==> config.mk <==
export PLATFORM = sky130hd
export DESIGN_NAME = multi_led_blink_controller
export DESIGN_NICKNAME = d
export VERILOG_FILES = /design/src/rtl/lbc_pkg.sv /design/src/rtl/lbc_ctrl.sv /design/src/rtl/lbc_datapath.sv /design/src/rtl/multi_led_blink_controller.sv
export SDC_FILE = /design/constraint.sdc
export NUM_CORES = 1
export LEC_CHECK = 0
export BUFFER_PORTS_ARGS = -buffer_cell sky130_fd_sc_hd__buf_2
export CORE_ASPECT_RATIO = 1.1
export CORE_MARGIN = 3
export CORE_UTILIZATION = 45
export DETAILED_ROUTE_END_ITERATION = 12
export HOLD_SLACK_MARGIN = 0.08
export PLACE_DENSITY = 0.66
export SYNTH_ARGS = -nofsm -noshare
export SYNTH_HDL_FRONTEND = slang
export SYNTH_HIERARCHICAL = 1
export SYNTH_SLANG_ARGS = --single-unit
==> constraint.sdc <==
create_clock -name clk -period 4 [get_ports clk]
set_clock_uncertainty 0.05 [all_clocks]
set_input_delay 0.6 -clock clk [delete_from_list [all_inputs] [get_ports clk]]
set_output_delay 0.6 -clock clk [all_outputs]
set_load 0.02 [all_outputs]
==> src/rtl/lbc_pkg.sv <==
package lbc_pkg;

    // Sizes fixed by the item and register formats
    localparam int ACTION_W    = 3;
    localparam int INDEX_W     = 3;
    localparam int RATE_W      = 2;
    localparam int PINS_W      = 8;
    localparam int MODE_W      = 3;
    localparam int COUNT_W     = 4;
    localparam int PERIOD_W    = 16;
    localparam int CFG_INDEX_W = 3;
    localparam int CFG_DATA_W  = 16;

    localparam int DEF_MAX_LED_COUNT = 8;

    // Register reset values
    localparam logic                DEF_IDLE_LEVEL = 1'b0;
    localparam logic [COUNT_W-1:0]  DEF_LED_COUNT  = 4'd8;
    localparam logic [PERIOD_W-1:0] DEF_SLOW       = 16'd800;
    localparam logic [PERIOD_W-1:0] DEF_MEDIUM     = 16'd200;
    localparam logic [PERIOD_W-1:0] DEF_FAST       = 16'd100;

    // Register indexes
    localparam logic [CFG_INDEX_W-1:0] REG_IDLE_LEVEL = 3'd0;
    localparam logic [CFG_INDEX_W-1:0] REG_LED_COUNT  = 3'd1;
    localparam logic [CFG_INDEX_W-1:0] REG_SLOW       = 3'd2;
    localparam logic [CFG_INDEX_W-1:0] REG_MEDIUM     = 3'd3;
    localparam logic [CFG_INDEX_W-1:0] REG_FAST       = 3'd4;

    // Action codes
    localparam logic [ACTION_W-1:0] ACT_ON     = 3'd0;
    localparam logic [ACTION_W-1:0] ACT_OFF    = 3'd1;
    localparam logic [ACTION_W-1:0] ACT_BLINK  = 3'd2;
    localparam logic [ACTION_W-1:0] ACT_TOGGLE = 3'd3;
    localparam logic [ACTION_W-1:0] ACT_READ   = 3'd4;
    localparam logic [ACTION_W-1:0] ACT_TICK   = 3'd5;

    // Blink rate codes
    localparam logic [RATE_W-1:0] RATE_SLOW   = 2'd0;
    localparam logic [RATE_W-1:0] RATE_MEDIUM = 2'd1;

    typedef enum logic [MODE_W-1:0] {
        MODE_OFF    = 3'd0,
        MODE_ON     = 3'd1,
        MODE_SLOW   = 3'd2,
        MODE_MEDIUM = 3'd3,
        MODE_FAST   = 3'd4
    } lbc_mode_t;

    typedef enum logic {
        ST_IDLE,
        ST_EXEC
    } lbc_state_t;

    // Controller to datapath commands
    typedef struct packed {
        logic load;   // capture the input item
        logic exec;   // apply the item and load the result register
    } lbc_cmd_t;

endpackage

==> src/rtl/lbc_ctrl.sv <==
module lbc_ctrl (
    input  logic             clk,
    input  logic             rst_n,
    input  logic             in_valid,
    output logic             in_stall,
    output logic             out_valid,
    input  logic             out_stall,
    output lbc_pkg::lbc_cmd_t cmd
);
    import lbc_pkg::*;

    lbc_state_t state_reg, state_next;
    logic       out_valid_reg, out_valid_next;
    logic       slot_free;

    assign slot_free = !out_valid_reg || !out_stall;
    assign out_valid = out_valid_reg;

    always_ff @(posedge clk or negedge rst_n)
    begin
        if (!rst_n)
        begin
            state_reg     <= ST_IDLE;
            out_valid_reg <= 1'b0;
        end
        else
        begin
            state_reg     <= state_next;
            out_valid_reg <= out_valid_next;
        end
    end

    always_comb
    begin
        state_next = state_reg;
        cmd        = '0;
        in_stall   = 1'b1;
        case (state_reg)
            ST_IDLE:
            begin
                in_stall = 1'b0;
                if (in_valid)
                begin
                    cmd.load   = 1'b1;
                    state_next = ST_EXEC;
                end
            end
            ST_EXEC:
            begin
                // wait for the result register to free up
                if (slot_free)
                begin
                    cmd.exec   = 1'b1;
                    state_next = ST_IDLE;
                end
            end
            default:
            begin
                state_next = ST_IDLE;
            end
        endcase

        if (cmd.exec)
        begin
            out_valid_next = 1'b1;
        end
        else if (out_valid_reg && !out_stall)
        begin
            out_valid_next = 1'b0;
        end
        else
        begin
            out_valid_next = out_valid_reg;
        end
    end

    a_busy_stalls: assert property (@(posedge clk) disable iff (!rst_n)
        (state_reg == ST_EXEC) |-> in_stall)
        else $error("input taken while an item is in flight");

    a_accept_exec: assert property (@(posedge clk) disable iff (!rst_n)
        (in_valid && !in_stall) |=> (state_reg == ST_EXEC))
        else $error("accepted item not executed");

    a_exec_free: assert property (@(posedge clk) disable iff (!rst_n)
        cmd.exec |-> (!out_valid_reg || !out_stall))
        else $error("result register overwritten while held");

    a_result_src: assert property (@(posedge clk) disable iff (!rst_n)
        $rose(out_valid_reg) |-> $past(cmd.exec))
        else $error("result raised without execution");

endmodule

==> src/rtl/lbc_datapath.sv <==
module lbc_datapath #(
    parameter int MAX_LED_COUNT = lbc_pkg::DEF_MAX_LED_COUNT
) (
    input  logic                               clk,
    input  logic                               rst_n,
    input  lbc_pkg::lbc_cmd_t                  cmd,
    input  logic [lbc_pkg::ACTION_W-1:0]       action,
    input  logic [lbc_pkg::INDEX_W-1:0]        led_index,
    input  logic [lbc_pkg::RATE_W-1:0]         blink_rate,
    input  logic                               cfg_we,
    input  logic [lbc_pkg::CFG_INDEX_W-1:0]    cfg_index,
    input  logic [lbc_pkg::CFG_DATA_W-1:0]     cfg_data,
    output logic [lbc_pkg::PINS_W-1:0]         pin_levels,
    output logic [lbc_pkg::MODE_W-1:0]         mode_read,
    output logic                               lit_state,
    output logic                               index_error
);
    import lbc_pkg::*;

    localparam int PAD_W = (MAX_LED_COUNT > PINS_W) ? MAX_LED_COUNT : PINS_W;

    // Item captured at the input transfer
    logic [ACTION_W-1:0] action_reg;
    logic [INDEX_W-1:0]  index_reg;
    logic [RATE_W-1:0]   rate_reg;

    // Configuration
    logic                idle_reg;
    logic [COUNT_W-1:0]  count_reg;
    logic [PERIOD_W-1:0] slow_per_reg, medium_per_reg, fast_per_reg;

    // LED state and tick counters
    lbc_mode_t              mode_reg  [MAX_LED_COUNT];
    lbc_mode_t              mode_next [MAX_LED_COUNT];
    logic [MAX_LED_COUNT-1:0] lit_reg, lit_next;
    logic [PERIOD_W-1:0]    slow_cnt_reg, medium_cnt_reg, fast_cnt_reg;
    logic [PERIOD_W-1:0]    slow_cnt_next, medium_cnt_next, fast_cnt_next;

    // Result register
    logic [PINS_W-1:0] pins_reg;
    logic [MODE_W-1:0] mode_out_reg;
    logic              lit_out_reg, err_out_reg;

    logic              idx_ok, is_tick, is_cmd;
    logic              slow_hit, medium_hit, fast_hit;
    lbc_mode_t         rate_mode;
    logic [MODE_W-1:0] mode_out;
    logic              lit_out;
    logic              sel;
    logic [PAD_W-1:0]  lit_pad;
    logic [PINS_W-1:0] pins_next;

    // Counter fires when count+1 reaches the period; zero period acts as one
    function automatic logic period_hit(input logic [PERIOD_W-1:0] cnt,
                                        input logic [PERIOD_W-1:0] per);
        logic [PERIOD_W:0] nxt;
        logic [PERIOD_W:0] lim;
        nxt = {1'b0, cnt} + {{PERIOD_W{1'b0}}, 1'b1};
        lim = (per == '0) ? {{PERIOD_W{1'b0}}, 1'b1} : {1'b0, per};
        return nxt >= lim;
    endfunction

    assign idx_ok  = ({1'b0, index_reg} < count_reg) && (32'(index_reg) < MAX_LED_COUNT);
    assign is_tick = (action_reg == ACT_TICK);
    assign is_cmd  = (action_reg <= ACT_READ);

    assign slow_hit   = is_tick && period_hit(slow_cnt_reg, slow_per_reg);
    assign medium_hit = is_tick && period_hit(medium_cnt_reg, medium_per_reg);
    assign fast_hit   = is_tick && period_hit(fast_cnt_reg, fast_per_reg);

    always_comb
    begin
        slow_cnt_next   = slow_cnt_reg;
        medium_cnt_next = medium_cnt_reg;
        fast_cnt_next   = fast_cnt_reg;
        if (is_tick)
        begin
            slow_cnt_next   = slow_hit   ? '0 : slow_cnt_reg + PERIOD_W'(1);
            medium_cnt_next = medium_hit ? '0 : medium_cnt_reg + PERIOD_W'(1);
            fast_cnt_next   = fast_hit   ? '0 : fast_cnt_reg + PERIOD_W'(1);
        end
    end

    always_comb
    begin
        case (rate_reg)
            RATE_SLOW:   rate_mode = MODE_SLOW;
            RATE_MEDIUM: rate_mode = MODE_MEDIUM;
            default:     rate_mode = MODE_FAST;
        endcase
    end

    // Per-LED next state, one lane per LED
    always_comb
    begin
        mode_out = MODE_OFF;
        lit_out  = 1'b0;
        sel      = 1'b0;
        for (int i = 0; i < MAX_LED_COUNT; i++)
        begin
            mode_next[i] = mode_reg[i];
            lit_next[i]  = lit_reg[i];
            if (is_tick && (i < int'(count_reg)))
            begin
                if ((mode_reg[i] == MODE_SLOW && slow_hit) ||
                    (mode_reg[i] == MODE_MEDIUM && medium_hit) ||
                    (mode_reg[i] == MODE_FAST && fast_hit))
                begin
                    lit_next[i] = ~lit_reg[i];
                end
            end
            sel = is_cmd && idx_ok && (32'(index_reg) == i);
            if (sel)
            begin
                case (action_reg)
                    ACT_ON:
                    begin
                        mode_next[i] = MODE_ON;
                        lit_next[i]  = 1'b1;
                    end
                    ACT_OFF:
                    begin
                        mode_next[i] = MODE_OFF;
                        lit_next[i]  = 1'b0;
                    end
                    ACT_BLINK:
                    begin
                        mode_next[i] = rate_mode;
                    end
                    ACT_TOGGLE:
                    begin
                        lit_next[i]  = ~lit_reg[i];
                        mode_next[i] = lit_reg[i] ? MODE_OFF : MODE_ON;
                    end
                    default:
                    begin
                    end
                endcase
                mode_out = mode_next[i];
                lit_out  = lit_next[i];
            end
        end
    end

    // Pins past the LED storage show the idle level
    assign lit_pad   = PAD_W'(lit_next);
    assign pins_next = lit_pad[PINS_W-1:0] ^ {PINS_W{idle_reg}};

    always_ff @(posedge clk)
    begin
        if (cmd.load)
        begin
            action_reg <= action;
            index_reg  <= led_index;
            rate_reg   <= blink_rate;
        end
        if (cmd.exec)
        begin
            pins_reg     <= pins_next;
            mode_out_reg <= mode_out;
            lit_out_reg  <= lit_out;
            err_out_reg  <= is_cmd && !idx_ok;
        end
    end

    always_ff @(posedge clk or negedge rst_n)
    begin
        if (!rst_n)
        begin
            idle_reg       <= DEF_IDLE_LEVEL;
            count_reg      <= DEF_LED_COUNT;
            slow_per_reg   <= DEF_SLOW;
            medium_per_reg <= DEF_MEDIUM;
            fast_per_reg   <= DEF_FAST;
        end
        else if (cfg_we)
        begin
            case (cfg_index)
                REG_IDLE_LEVEL: idle_reg       <= cfg_data[0];
                REG_LED_COUNT:  count_reg      <= cfg_data[COUNT_W-1:0];
                REG_SLOW:       slow_per_reg   <= cfg_data[PERIOD_W-1:0];
                REG_MEDIUM:     medium_per_reg <= cfg_data[PERIOD_W-1:0];
                REG_FAST:       fast_per_reg   <= cfg_data[PERIOD_W-1:0];
                default:
                begin
                end
            endcase
        end
    end

    always_ff @(posedge clk or negedge rst_n)
    begin
        if (!rst_n)
        begin
            for (int i = 0; i < MAX_LED_COUNT; i++)
            begin
                mode_reg[i] <= MODE_OFF;
            end
            lit_reg        <= '0;
            slow_cnt_reg   <= '0;
            medium_cnt_reg <= '0;
            fast_cnt_reg   <= '0;
        end
        else if (cmd.exec)
        begin
            for (int i = 0; i < MAX_LED_COUNT; i++)
            begin
                mode_reg[i] <= mode_next[i];
            end
            lit_reg        <= lit_next;
            slow_cnt_reg   <= slow_cnt_next;
            medium_cnt_reg <= medium_cnt_next;
            fast_cnt_reg   <= fast_cnt_next;
        end
    end

    assign pin_levels  = pins_reg;
    assign mode_read   = mode_out_reg;
    assign lit_state   = lit_out_reg;
    assign index_error = err_out_reg;

endmodule

==> src/rtl/multi_led_blink_controller.sv <==
// Channel   Handshake              Payload
// input     in_valid / in_stall    action, led_index, blink_rate
// result    out_valid / out_stall  pin_levels, mode_read, lit_state, index_error
// config    cfg_valid / cfg_ready  cfg_index, cfg_data
//
// Each item is first captured from the input transfer, then executed in the
// shared LED datapath that updates all lanes and loads the result register.
// A held result (out_stall) delays the execute cycle of the next item only.
// Reset: all LEDs off and dark, tick counters zero, registers at defaults.
// cfg_ready is always high; writes are expected only while the block is idle.
module multi_led_blink_controller #(
    parameter int MAX_LED_COUNT = lbc_pkg::DEF_MAX_LED_COUNT
) (
    input  logic                               clk,
    input  logic                               rst_n,

    input  logic                               in_valid,
    output logic                               in_stall,
    input  logic [lbc_pkg::ACTION_W-1:0]       action,
    input  logic [lbc_pkg::INDEX_W-1:0]        led_index,
    input  logic [lbc_pkg::RATE_W-1:0]         blink_rate,

    output logic                               out_valid,
    input  logic                               out_stall,
    output logic [lbc_pkg::PINS_W-1:0]         pin_levels,
    output logic [lbc_pkg::MODE_W-1:0]         mode_read,
    output logic                               lit_state,
    output logic                               index_error,

    input  logic                               cfg_valid,
    output logic                               cfg_ready,
    input  logic [lbc_pkg::CFG_INDEX_W-1:0]    cfg_index,
    input  logic [lbc_pkg::CFG_DATA_W-1:0]     cfg_data
);
    import lbc_pkg::*;

    lbc_cmd_t cmd;
    logic     cfg_we;

    // Register writes never wait
    assign cfg_ready = 1'b1;
    assign cfg_we    = cfg_valid && cfg_ready;

    // Sequencer: input capture, execute, result register ownership
    lbc_ctrl u_ctrl (
        .clk       (clk),
        .rst_n     (rst_n),
        .in_valid  (in_valid),
        .in_stall  (in_stall),
        .out_valid (out_valid),
        .out_stall (out_stall),
        .cmd       (cmd)
    );

    // LED lanes, tick counters, config and result registers
    lbc_datapath #(
        .MAX_LED_COUNT (MAX_LED_COUNT)
    ) u_datapath (
        .clk         (clk),
        .rst_n       (rst_n),
        .cmd         (cmd),
        .action      (action),
        .led_index   (led_index),
        .blink_rate  (blink_rate),
        .cfg_we      (cfg_we),
        .cfg_index   (cfg_index),
        .cfg_data    (cfg_data),
        .pin_levels  (pin_levels),
        .mode_read   (mode_read),
        .lit_state   (lit_state),
        .index_error (index_error)
    );

endmodule
# Word level (Yosys, flattened, before mapping)
# Index checks and enable logic that the tools add are counted.
[totals] reg_bits=156 wordCells=263 out_inout_bits=16
[classes] n_lt_le_gt_ge=13 addsub=6 n_eq_ne=40 n_mux=80 n_reduce_logical=88 bitwise_logic=10
[op_table] cell="$mux 16" n=6
[op_table] cell="$pmux 3 s4" n=8
[op_table] cell="$eq 3x2->1 const B" n=22
[op_table] cell="$add 16x1->17 const B" n=3
[op_table] cell="$ge 17x17->1" n=3
[op_table] cell="$add 16x1->16 const B" n=3
[op_table] cell="$logic_not 16->1" n=3
[op_table] cell="$mux 1" n=48
[op_table] cell="$logic_and 1x1->1" n=46
[op_table] cell="$eq 3x3->1 const B" n=14
[op_table] cell="$reduce_and 2->1" n=14
[op_table] cell="$mux 3" n=8
[op_table] cell="$pmux 1 s3" n=8
[op_table] cell="$logic_or 1x1->1" n=17
[op_table] cell="$lt 3x4->1 const A" n=4
[op_table] cell="$eq 3x1->1 const B" n=3
[op_table] cell="$logic_not 3->1" n=3
[op_table] cell="$not 1->1" n=9
[op_table] cell="$lt 1x4->1 const A" n=2
[op_table] cell="$lt 2x4->1 const A" n=2
[op_table] cell="$xor 8x8->8" n=1
[op_table] cell="$pmux 3 s2" n=1
[op_table] cell="$lt 3x4->1" n=1
[op_table] cell="$le 3x3->1 const B" n=1
[op_table] cell="5 further kinds" n=7

# Logic depth before layout (Yosys ltp)
# Gate-level depths: netlist (run 1).
[logic_depth] ltp_word=18 ltp_mapped=18 depth_no_buf=17

# By module
# The synthesis (run 1) kept the hierarchy.
[by_module_without_submodules] module="lbc_datapath" area_per_inst_um2=9565.4 n_inst=1 seq_area_each_um2=3971.3 cells_each=1092
[by_module_without_submodules] module="lbc_ctrl" area_per_inst_um2=91.3 n_inst=1 seq_area_each_um2=50.0 cells_each=7
[by_module_without_submodules] module="multi_led_blink_controller" area_per_inst_um2=11.3 n_inst=1 seq_area_each_um2=0.0 cells_each=2

# Worst setup path before layout (run 1)
# OpenSTA, ideal clock, no wires.
[synth_timing] kind="flip-flop to flip-flop" start="register u_datapath.slow_cnt_reg[2]" end="register u_datapath.pins_reg[1], in the netlist u_datapath/pin_levels[1], data pin" path_stages_with_launch=19 path_slack_ns=0.077 arrival_time_ns=3.598 path_buffers=1 period_less_slack_ns=3.923 setup_time_ns=0.275 path_cell_list="dfrtp_1 and3_1 and3_1 and3_1 and3_1 clkbuf_1 nand4_1 xnor2_1 ha_1 and3_1 a221oi_1 o221ai_2 nand2_2 nand2_1 a32oi_1 a32oi_2 a211oi_1 o22ai_1 xor2_1"
[synth_via] elab_chain_cells=11
[synth_lines] item="start, declared" line_no="lbc_datapath.sv:36" text="logic [PERIOD_W-1:0] slow_cnt_reg, medium_cnt_reg, fast_cnt_reg;"
[synth_lines] item="start signal, assigned" line_no="lbc_datapath.sv:211" text="slow_cnt_reg <= slow_cnt_next;"
[synth_lines] item="$add 16x1->17 *" line_no="lbc_datapath.sv:58" text="nxt = {1'b0, cnt} + {{PERIOD_W{1'b0}}, 1'b1};"
[synth_lines] item="$ge 17x17->1 *" line_no="lbc_datapath.sv:60" text="return nxt >= lim;"
[synth_lines] item="$logic_and 1x1->1 *" line_no="lbc_datapath.sv:67" text="assign slow_hit = is_tick && period_hit(slow_cnt_reg, slow_per_reg);"
[synth_lines] item="$logic_and 1x1->1 *" line_no="lbc_datapath.sv:105" text="if ((mode_reg[i] == MODE_SLOW && slow_hit) ||"
[synth_lines] item="$logic_or 1x1->1 *" line_no="lbc_datapath.sv:105"
[synth_lines] item="$logic_or 1x1->1 *" line_no="lbc_datapath.sv:106" text="(mode_reg[i] == MODE_MEDIUM && medium_hit) ||"
[synth_lines] item="$mux 1 *" line_no="lbc_datapath.sv:105"
[synth_lines] item="$mux 1 *" line_no="lbc_datapath.sv:103" text="if (is_tick && (i < int'(count_reg)))"
[synth_lines] item="$pmux 1 s3" line_no="lbc_datapath.sv:115" text="case (action_reg)"
[synth_lines] item="$mux 1 *" line_no="lbc_datapath.sv:113" text="if (sel)"
[synth_lines] item="$xor 8x8->8 *" line_no="lbc_datapath.sv:147" text="assign pins_next = lit_pad[PINS_W-1:0] ^ {PINS_W{idle_reg}};"
[synth_lines] item="net u_datapath.pins_next[1]" line_no="lbc_datapath.sv:51" text="logic [PINS_W-1:0] pins_next;"
[synth_lines] item="end signal, assigned" line_no="lbc_datapath.sv:159" text="pins_reg <= pins_next;"
[synth_lines] item="end, declared" line_no="lbc_datapath.sv:40" text="logic [PINS_W-1:0] pins_reg;"
# Mark *: on every way through the listed nets, which the timed path passes. The rest lies on a longest branch.
# A chain may end at the register's enable or synchronous reset.

# Worst setup path after layout (run 1)
[layout_timing] start="register u_datapath.fast_cnt_reg[1]" end="register u_datapath.pins_reg[3], in the netlist u_datapath/pin_levels[3], data pin"
[layout_via] elab_chain_cells=10
[layout_lines] item="start, declared" line_no="lbc_datapath.sv:36"
[layout_lines] item="start signal, assigned" line_no="lbc_datapath.sv:213" text="fast_cnt_reg <= fast_cnt_next;"
[layout_lines] item="$add 16x1->17 *" line_no="lbc_datapath.sv:58"
[layout_lines] item="$ge 17x17->1 *" line_no="lbc_datapath.sv:60"
[layout_lines] item="$logic_and 1x1->1 *" line_no="lbc_datapath.sv:69" text="assign fast_hit = is_tick && period_hit(fast_cnt_reg, fast_per_reg);"
[layout_lines] item="$logic_and 1x1->1 *" line_no="lbc_datapath.sv:107" text="(mode_reg[i] == MODE_FAST && fast_hit))"
[layout_lines] item="$logic_or 1x1->1 *" line_no="lbc_datapath.sv:106"
[layout_lines] item="$mux 1 *" line_no="lbc_datapath.sv:105"
[layout_lines] item="$mux 1 *" line_no="lbc_datapath.sv:103"
[layout_lines] item="$pmux 1 s3" line_no="lbc_datapath.sv:115"
[layout_lines] item="$mux 1 *" line_no="lbc_datapath.sv:113"
[layout_lines] item="$xor 8x8->8 *" line_no="lbc_datapath.sv:147"
[layout_lines] item="net u_datapath.pins_next[3]" line_no="lbc_datapath.sv:51"
# Marked as above.

==> qor.yml, run 1 <==
power_and_ir_drop:
  leakage_nw: 5.038
  total_power_mw: 4.900
  power_density_nw_per_um2: 427.4
  ir_drop_mv: 0.3489
yosys:
  syn_avg_cell_area_um2: 8.781
  synth_cell_types: 83
  syn_inst: 1101
  synth_area_um2: 9668
  seq_area_frac_synth_pct: 41.59
  async_flop_share_pct: 86.54
  synth_ff_type: "dfrtp_1"
  yosys_warnings: 6
  syn_nets: 1186
  synth-seq-cells: 156
  synth_edf_count: 21
run_status:
  status: "completed"
placement:
  post-place-cells: 1435
  gp_congestion: 0.9689
  hpwl_mm: 19.49
  port_buffers: 46
floorplanning:
  coreArea_um2: 20850
  die_width_um: 145.8
  die_h_um: 159.7
  dieArea_um2: 23280
  pin_count: 48
  initial_core_util_pct: 46.37
  fp-row-count: 55
sta:
  rsz0062_at_grt: "yes"
  hold_viol_final: 0
  tightest_slew_ns: 0.9067
  fin_crit_ns: 3.947
  hold_ws_ns: 0.1602
  fin_setup_tns_ns: 0
  period_share_pct: 98.67
  final_max_slew_viol_count: 0
  slew_headroom_pct: 39.15
  clock.fmax_mhz: 253.4
  finalSetupViolCount: 0
routing:
  drt_pass1_iterations: 5
  num_vias: 8614
  drcViolationCount: 0
  viasPerCell: 5.797
  wl_per_cell_um: 18.46
  drt_iter0_markers: 771
  ant_nets: 0
  finalWirelength_mm: 27.43
worst_setup_path:
  timing.rr.start: "u_datapath/fast_cnt_reg[1]"
  critPathLaunch: "u_datapath/fast_cnt_reg[1]"
  crit_path_max_fanout: 6
  reg2reg_depth: 17
  endpoint: "u_datapath/pin_levels[3]"
  arrival_ns: 4.06
  cp-end-kind: "flip-flop"
  crit_type: "flip-flop to flip-flop"
  regToRegSetupSlack_ns: 0.05
  setup.worst_path.start_class: "flip-flop"
  worstPathRequired_ns: 4.11
  r2r_end: "u_datapath/pin_levels[3]"
final_layout:
  largest_reg_flops: 24
  area_delta_synth_final_pct: 18.60
  layout.nets: 1272
  drive_gt1_share_pct: 21.58
  fin_cells: 1486
  final_common_cell: "nand2_1"
  final_cell_mix: "nand2_1, o21ai_0, dfrtp_1"
grt:
  grt_pass1_vias: 8095
  grt_max_degree: 80
  antenna_found_initial: 1
  grt_usage_pct: 22.79
  grt_overflow_total: 0
  grt_first_pass_wirelength_mm: 43.16
cts:
  cts.sinks: 156
  cts_made_buffers: 17
  clock_latency_ns: 0.43
  htreeDepth: 4
  cts_tree: "done"
  clk_path_buf_depth: 2
  root_buffer: "clkbuf_16"
  path_clk_slew_ns: 0.07
  hold_buffers: 0
worst_hold_path:
  hold_class: "input pin to asynchronous set/reset pin"
run:
  drv_cap: 0
cells by family (layout without fill, tap and decap cells):
family / Yosys count / in the layout / synth area share (%)
AO/OA/AOI/OAI: 296 / 296 / 18.74
XOR/XNOR: 53 / 53 / 4.801
adder cells (fa/ha/maj): 53 / 53 / 6.859
buffers and inverters: 116 / 215 / 4.698
flip-flops: 156 / 156 / 41.59
multiplexers: 31 / 31 / 3.792
other: 1 / 2 / 0.03879
AND/OR/NAND/NOR: 395 / 395 / 19.48
worst max-delay path, cell delays in order, from the launching register on:
cell and delay, ns:
dfrtp_1 0.40, ha_1 0.19, nand2_1 0.08, or2_4 0.27
nor2_2 0.15, xor2_2 0.10, ha_1 0.32, nand4_1 0.21
a211oi_2 0.27, a211oi_2 0.10, o311ai_4 0.34, buf_6 0.19
and3b_1 0.18, o21bai_1 0.09, a221oi_2 0.30, xnor2_1 0.18
a21oi_2 0.09, xor2_1 0.16
worst min path at each step:
stage                                       from                      endpoint  slack (ns)  depth (start not counted)
floorplan                                  rst_n              u_ctrl/out_valid        0.25                          0
global placement    u_datapath/medium_per_reg[0]  u_datapath/medium_per_reg[0]        0.44                          1
detailed placement  u_datapath/medium_per_reg[0]  u_datapath/medium_per_reg[0]        0.45                          1
CTS                                        rst_n    u_datapath/slow_cnt_reg[4]        0.19                          1
global route                               rst_n    u_datapath/slow_cnt_reg[4]        0.22                          1
finish                                     rst_n    u_datapath/slow_cnt_reg[8]        0.16                          1
what timing repair did:
item                                    in CTS  in global routing
pin swaps                                    1                 22
resized for setup                            8                 53
cloned                                       0                  1
endpoints found under the hold margin        0                  0
endpoints found under the setup margin       7                 15
buffers inserted                             2                 15
cell usage after synthesis (4+ instances only):
| master | number | area [µm²] |
|---|---|---|
| a211oi_1 | 11 | 82.58 |
| a21o_1 | 9 | 67.56 |
| a21oi_1 | 45 | 225.2 |
| a22o_1 | 6 | 52.55 |
| a41o_1 | 4 | 40.04 |
| and2_1 | 4 | 25.02 |
| and3_1 | 21 | 131.4 |
| clkbuf_1 | 47 | 176.4 |
| dfrtp_1 | 125 | 3128 |
| dfstp_2 | 10 | 262.8 |
| edfxtp_1 | 21 | 630.6 |
| ha_1 | 53 | 663.1 |
| inv_1 | 59 | 221.5 |
| mux2_2 | 25 | 281.5 |
| mux2i_1 | 4 | 40.04 |
| nand2_1 | 167 | 626.9 |
| nand2b_1 | 13 | 81.33 |
| nand3_1 | 48 | 240.2 |
| nand4_1 | 19 | 118.9 |
| nand4b_1 | 4 | 35.03 |
| nor2_1 | 58 | 217.7 |
| nor2b_1 | 10 | 62.56 |
| nor3_1 | 12 | 60.06 |
| nor3b_1 | 4 | 30.03 |
| nor4_1 | 13 | 81.33 |
| o211ai_1 | 5 | 37.54 |
| o21ai_0 | 143 | 715.7 |
| o21ai_1 | 12 | 60.06 |
| o22ai_1 | 15 | 93.84 |
| o31ai_1 | 7 | 52.55 |
| or2_1 | 4 | 25.02 |
| xnor2_1 | 30 | 262.8 |
| xor2_1 | 23 | 201.4 |
layer usage:
metal | vias up | share of wire (%) | track usage (%)
li1 | 4095 | - | -
met1 | 4170 | 45 | 31.86
met2 | 314 | 47 | 36.75
met3 | 35 | 6.3 | 4.257
met4 | 0 | 1.7 | 5.743
met5 | - | 0 | 0
metrics by stage:
stage	cell area [µm²]	setup slack [ns]	util, %
4_1_cts	11100	0.002482	53.21
2_1_floorplan	9668	0.07696	-
5_1_grt	11460	-0.1328	54.98
6_report	11470	0.05329	54.99
3_5_place_dp	10490	-0.03715	50.31
3_3_place_gp	10490	0.03820	50.31
layout make-up:
class                   count  area (µm²)
fillers                  1843        9385
multi-input cells         829        5468
flip-flops and latches    156        4021
repair buffers            122       835.8
clock buffers              17       425.4
well taps                 285       356.6
inverters                  61       229.0
clock inverters            15       127.6
diodes                      1       2.502
power by group:
part           internal [mW]  total (mW)  switching, mW
clock network          0.815        1.54          0.725
registers               1.89        2.14          0.253
logic                  0.498        1.22          0.720
(Power assumes the default switching activity.)
==> run 2: changes to the inputs <==
--- a/config.mk
+++ b/config.mk
@@ -7,2 +7,3 @@
 export LEC_CHECK = 0
+export ABC_AREA = 1
 export BUFFER_PORTS_ARGS = -buffer_cell sky130_fd_sc_hd__buf_2
@@ -14,2 +15,3 @@
 export PLACE_DENSITY = 0.66
+export RECOVER_POWER = 25
 export SYNTH_ARGS = -nofsm -noshare
==> constraint.sdc (replaced) <==
create_clock -name clk -period 4 [get_ports clk]
set_clock_uncertainty 0.05 [all_clocks]
set_input_delay 0 -clock clk [delete_from_list [all_inputs] [get_ports clk]]
set_output_delay 0 -clock clk [all_outputs]
set_load 0.02 [all_outputs]
==> qor.yml, run 2 <==
final_layout:
  final_common_cell: "nand2_1"
  num-fill-cells: 1914
  drive_gt1_share_pct: 15.63
  ff_latch_area_um2: 4021
  layout.nets: 1403
  antenna_cells: 0
  area_delta_synth_final_pct: 19.24
  fin_cells: 1616
  largest_reg_flops: 24
  multi_input_area_um2: 4902
  design_area_um2: 11390
  final_cell_mix: "nand2_1, inv_1, dfrtp_1"
power_and_ir_drop:
  switching_share_pct: 34.61
  power_switching_mw: 1.765
  p_comb_share_pct: 26.8
  leakage_nw: 5.649
  p_int_mw: 3.336
  power_density_nw_per_um2: 447.8
  ir_drop_mv: 0.2772
  sequentialPowerShare_pct: 42.7
  total_power_mw: 5.101
  clkPwrFrac_pct: 30.4
sta:
  final_max_slew_viol_count: 109
  tightest_slew_ns: 2.721
  hold_viol_final: 0
  rsz0062_at_grt: "yes"
  finalSetupViolCount: 0
  fin_crit_ns: 3.842
  clock.fmax_mhz: 260.3
  period_share_pct: 96.05
  slew_headroom_pct: -81.43
  fin_setup_tns_ns: 0
  layout_setup_ws_ns: 0.1580
routing:
  finalWirelength_mm: 25.16
  num_vias: 8527
  drt_pass1_iterations: 5
  ant_nets: 0
  wl_per_cell_um: 15.57
  drt_iter0_markers: 545
  drcViolationCount: 0
  viasPerCell: 5.277
yosys:
  seq_area_frac_synth_pct: 42.10
  syn_avg_cell_area_um2: 7.805
  yosys_warnings: 6
  yosysMostFrequentCell: "nand2_1"
  async_flop_share_pct: 86.54
  ys_top_cells_by_area: "dfrtp_1, nand2_1, inv_1"
  synth_top_area_share_pct: 32.74
  synth-seq-cells: 156
  synth_common_cells: "nand2_1, inv_1, dfrtp_1, o21ai_0, nand3_1"
  yosysTopAreaCell: "dfrtp_1"
  synth_ff_type: "dfrtp_1"
  syn_nets: 1309
  syn_inst: 1224
  synth_cell_types: 56
  synth_edf_count: 21
  synth_area_um2: 9553
grt:
  grt_overflow_total: 0
  grt_max_degree: 109
  grt_usage_pct: 21.51
  grt_pass1_vias: 8173
  grt_first_pass_wirelength_mm: 40.49
  antenna_found_initial: 0
worst_hold_path:
  hold_class: "input pin to flip-flop"
  holdPathStages: 4
worst_setup_path:
  cp-end-kind: "flip-flop"
  reg2reg_depth: 25
  arrival_ns: 3.95
  setup.worst_path.start_class: "flip-flop"
  worstPathRequired_ns: 4.11
  crit_path_max_fanout: 5
  crit_type: "flip-flop to flip-flop"
cts:
  cts.sinks: 156
  cts_made_buffers: 17
  root_buffer: "clkbuf_16"
  cts_tree: "done"
  clock_latency_ns: 0.43
  path_clk_slew_ns: 0.06
  htreeDepth: 4
  clk_path_buf_depth: 2
floorplanning:
  dieArea_um2: 23010
  initial_core_util_pct: 46.12
  die_width_um: 144.9
  fp-row-count: 55
  pin_count: 48
  coreArea_um2: 20710
  die_h_um: 158.8
placement:
  gp_congestion: 0.9298
  port_buffers: 46
  hpwl_mm: 17.70
  post-place-cells: 1538
  place_ws_ns: -0.03944
  place_area_um2: 10130
run_status:
  violations: "max-capacitance violations, max-slew violations"
  status: "complete, but fails checks"
run:
  drv_cap: 1
## run 2: cell count changes after synthesis, sizes merged, moves of 11 or more
| cell | before | now |
|---|---|---|
| o21ai | 155 | 120 |
| nand2b | 13 | 0 |
| nor3 | 12 | 28 |
| xor2 | 23 | 44 |
| mux2 | 25 | 1 |
| inv | 60 | 213 |
| nor2b | 11 | 0 |
| xnor2 | 30 | 0 |
| nand3 | 48 | 85 |
| nand2 | 168 | 271 |
| clkbuf | 47 | 20 |
| and3 | 21 | 3 |
| nor2 | 58 | 80 |
## run 2: kinds of logic after synthesis
logic type                 Yosys count  synth area share (%)
and+or+nand+nor                    507                 24.14
buffers and inverters              245                 9.771
AOI/OAI and AO/OA                  216                 12.68
DFF                                156                 42.10
adders and majority gates           53                 6.942
xor gates and xnor gates            44                 4.113
muxes                                2                0.2227
other                                1               0.03926
## run 2: area by class of cell
cell class,count,share of cell area [%]
multi-input combinational,823,43.04
sequential,156,35.30
inverter,215,7.107
clock buffer,22,4.163
timing repair buffer,105,6.470
tap,285,3.130
clock inverter,10,0.7909
## run 2: final timing paths
| path | slack, ns | from | end |
|---|---|---|---|
| worst min-delay path | 0.12 | cfg_index[2] | u_datapath/count_reg[3] |
| worst max-delay path | 0.16 | u_datapath/slow_cnt_reg[0] | u_datapath/lit_state |
| worst min register to register | 0.46 | u_datapath/medium_per_reg[3] | u_datapath/medium_per_reg[3] |
| worst max register to register | 0.16 | u_datapath/slow_cnt_reg[0] | u_datapath/lit_state |
| min in group asynchronous | 0.91 | rst_n | u_datapath/slow_cnt_reg[11] |
| max in group asynchronous | 1.37 | rst_n | u_datapath/lit_reg[4] |
## run 2: power groups by stage
stage / registers, mW / logic (mW) / clock network (mW)
finish: 2.18 / 1.37 / 1.55
global route: 2.22 / 1.57 / 1.66
CTS: 2.17 / 1.28 / 1.58
detailed placement: 2.20 / 1.24 / 0
global placement: 2.19 / 1.21 / 0
floorplan: 2.15 / 0.895 / 0
## run 2: timing repair
item,CTS,global route
setup endpoints to repair,4,17
setup buffers,0,14
gates cloned,0,0
gates resized for setup,2,76
pin swaps,1,38
endpoints found under the hold margin,169,0
hold buffers,32,0
## run 2: metal layers
| metal | GRT usage [%] | vias up | share of wire [%] |
|---|---|---|---|
| met2 | 35.74 | 232 | 49 |
| met3 | 4.024 | 44 | 4.7 |
| met4 | 7.343 | 0 | 2.4 |
| li1 | - | 4192 | - |
| met1 | 28.36 | 4059 | 44 |
| met5 | 0 | - | 0 |
## run 2: critical path, cell delays in order (launching register included)
cell and delay (ns):
dfrtp_1 0.40, inv_2 0.08, nor3_4 0.24, inv_2 0.07
nor3_4 0.23, nand2_2 0.11, nor3_2 0.15, nand3_1 0.11
nor2_1 0.14, xor2_1 0.21, ha_1 0.29, a21oi_2 0.16
nand2_2 0.08, nor2_4 0.12, nand3_4 0.15, buf_6 0.16
nand3_2 0.04, nand2_1 0.05, inv_1 0.06, nand2_2 0.05
nand3_2 0.07, nand3_2 0.07, nand2_2 0.09, nand4_1 0.16
nor2_1 0.14, nand4_1 0.10
## run 2: through the flow
stage | utilization, % | hold WS (ns)
6_report | 54.99 | 0.1190
2_1_floorplan | - | -0.3456
4_1_cts | 53.22 | 0.1085
3_3_place_gp | 48.90 | 0.1274
5_1_grt | 54.99 | 0.1891
3_5_place_dp | 48.90 | 0.1281
==> run 3: changes to the inputs <==
ABC_AREA = 0   (was 1)
==> qor.yml, run 3 (same netlist as run 1, synthesis figures left out) <==
run_status:
  status: "completed"
power_and_ir_drop:
  total_power_mw: 5.071
  leakage_nw: 5.119
  power_switching_mw: 1.715
  power_density_nw_per_um2: 426.8
  p_comb_share_pct: 24.4
  switching_share_pct: 33.82
  ir_drop_mv: 0.3382
  sequentialPowerShare_pct: 42.2
  p_int_mw: 3.356
  clkPwrFrac_pct: 33.4
run:
  drv_cap: 0
worst_setup_path:
  path_delay_family: "simple AND/OR/NAND/NOR gates"
  cp_cell_sequence: "and3_4 > and3_4 > and3_4 > and3_4 > nand4_1 > xnor2_2 > ha_1 > and3_4 > and3_1 > nand4_1 > a21o_4 > a2111oi_4 > o31ai_2 > xor2_1 > nand2_1 > o211ai_1 > xnor2_1"
  critical_path.max_stage_delay_ns: 0.38
  crit_path_top_delay_cell: "a2111oi_4"
  critPathBufInv: 0
  path_common_cell: "and3_4"
  crit_path_max_fanout: 4
  arrival_ns: 4.06
  worstPathRequired_ns: 4.12
  cp-end-kind: "flip-flop"
  crit_type: "flip-flop to flip-flop"
  setup.worst_path.start_class: "flip-flop"
cts:
  path_clk_slew_ns: 0.07
  clk_path_buf_depth: 2
  cts_tree: "done"
  root_buffer: "clkbuf_16"
  cts.sinks: 156
  clock_latency_ns: 0.44
  cts_made_buffers: 17
  htreeDepth: 4
sta:
  period_share_pct: 98.48
  clock.fmax_mhz: 253.9
  tightest_slew_ns: 1.118
  finalSetupViolCount: 0
  hold_viol_final: 0
  layout_setup_ws_ns: 0.06074
  fin_crit_ns: 3.939
  fin_setup_tns_ns: 0
  rsz0062_at_grt: "yes"
  final_max_slew_viol_count: 0
  slew_headroom_pct: 25.44
floorplanning:
  dieArea_um2: 23280
  die_width_um: 145.8
  pin_count: 48
  initial_core_util_pct: 46.37
  die_h_um: 159.7
  coreArea_um2: 20850
  fp-row-count: 55
placement:
  hpwl_mm: 19.68
  post-place-cells: 1436
  place_ws_ns: -0.07184
  gp_congestion: 0.9700
  port_buffers: 46
final_layout:
  largest_reg_flops: 24
  area_delta_synth_final_pct: 22.91
  antenna_cells: 0
  final_util_pct: 56.99
  fin_cells: 1519
  final_common_cell: "nand2_1"
  drive_gt1_share_pct: 19.69
  final_cell_mix: "nand2_1, o21ai_0, dfrtp_1"
  layout.nets: 1306
grt:
  antenna_found_initial: 0
  grt_max_degree: 47
  grt_first_pass_wirelength_mm: 44.28
  grt_usage_pct: 23.47
  grt_pass1_vias: 8310
  grt_overflow_total: 0
routing:
  drcViolationCount: 0
  drt_pass1_iterations: 5
  num_vias: 8834
  wl_per_cell_um: 18.35
  drt_iter0_markers: 865
  viasPerCell: 5.816
  finalWirelength_mm: 27.88
  ant_nets: 0
worst_hold_path:
  hold_class: "input pin to flip-flop"
-- run 3: changes by cell type in the layout (fill, tap and decap cells not counted), sizes merged, moves of 24 or more --
cell   delta
inv     -147
nand2   -103
buf      +46
nand3    -37
o21ai    +35
xnor2    +30
mux2     +24
-- run 3: repair_timing --
action | CTS | global route
endpoints found under the hold margin | 141 | 0
setup endpoints to repair | 6 | 15
pin swaps | 1 | 37
hold buffers | 35 | 0
setup buffers | 0 | 16
gates resized for setup | 4 | 65
-- run 3: path summary, 6_finish.rpt --
| path | start | end | slack [ns] | cells after the start |
|---|---|---|---|---|
| max in group asynchronous | rst_n | u_datapath/slow_per_reg[15] | 1.84 | 4 |
| min in group asynchronous | rst_n | u_datapath/slow_per_reg[4] | 0.55 | 3 |
| setup reg to reg | u_datapath/slow_cnt_reg[2] | u_datapath/pin_levels[4] | 0.06 | 17 |
| setup / recovery | u_datapath/slow_cnt_reg[2] | u_datapath/pin_levels[4] | 0.06 | 17 |
| hold / removal | cfg_valid | u_datapath/count_reg[2] | 0.19 | 6 |
| hold reg to reg | u_datapath/medium_per_reg[0] | u_datapath/medium_per_reg[0] | 0.46 | 1 |
-- run 3: stage by stage --
| stage | instance area [µm²] | hold slack (ns) |
|---|---|---|
| 6_report | 11880 | 0.1862 |
| 5_1_grt | 11880 | 0.2137 |
| 4_1_cts | 11470 | 0.1396 |
| 3_5_place_dp | 10490 | -0.03350 |
| 3_3_place_gp | 10490 | -0.03274 |
| 2_1_floorplan | 9668 | -0.3456 |
-- run 3: routing by layer --
layer	global-route usage [%]	routed length, µm	vias up
li1	-	-	4168
met1	32.71	12340	4250
met2	37.47	13070	353
met3	4.228	1743	63
met4	7.124	722	0
met5	0	0	-
-- run 3: final cells by class --
cell class / instances / area [µm²]
repair buffers: 156 / 1139
well taps: 285 / 356.6
fillers: 1821 / 8969
inverters: 61 / 229.0
flip-flops and latches: 156 / 4023
multi-input cells: 829 / 5522
clock buffers: 19 / 475.5
clock inverters: 13 / 138.9
-- run 3: tightest hold or removal path: stages --
cell,delay [ns]
buf_2,0.12
nor2b_1,0.16
nand2_1,0.08
nor2_1,0.11
nand2_1,0.08
o21ai_0,0.07
-- run 3: power by group through the flow --
stage / clock (mW) / combinational [mW] / sequential, mW
after global routing: 1.79 / 1.39 / 2.17
after floorplan: 0 / 0.751 / 2.11
after detailed placement: 0 / 1.15 / 2.15
after global placement: 0 / 1.12 / 2.15
after CTS: 1.72 / 1.19 / 2.13
final: 1.69 / 1.24 / 2.14
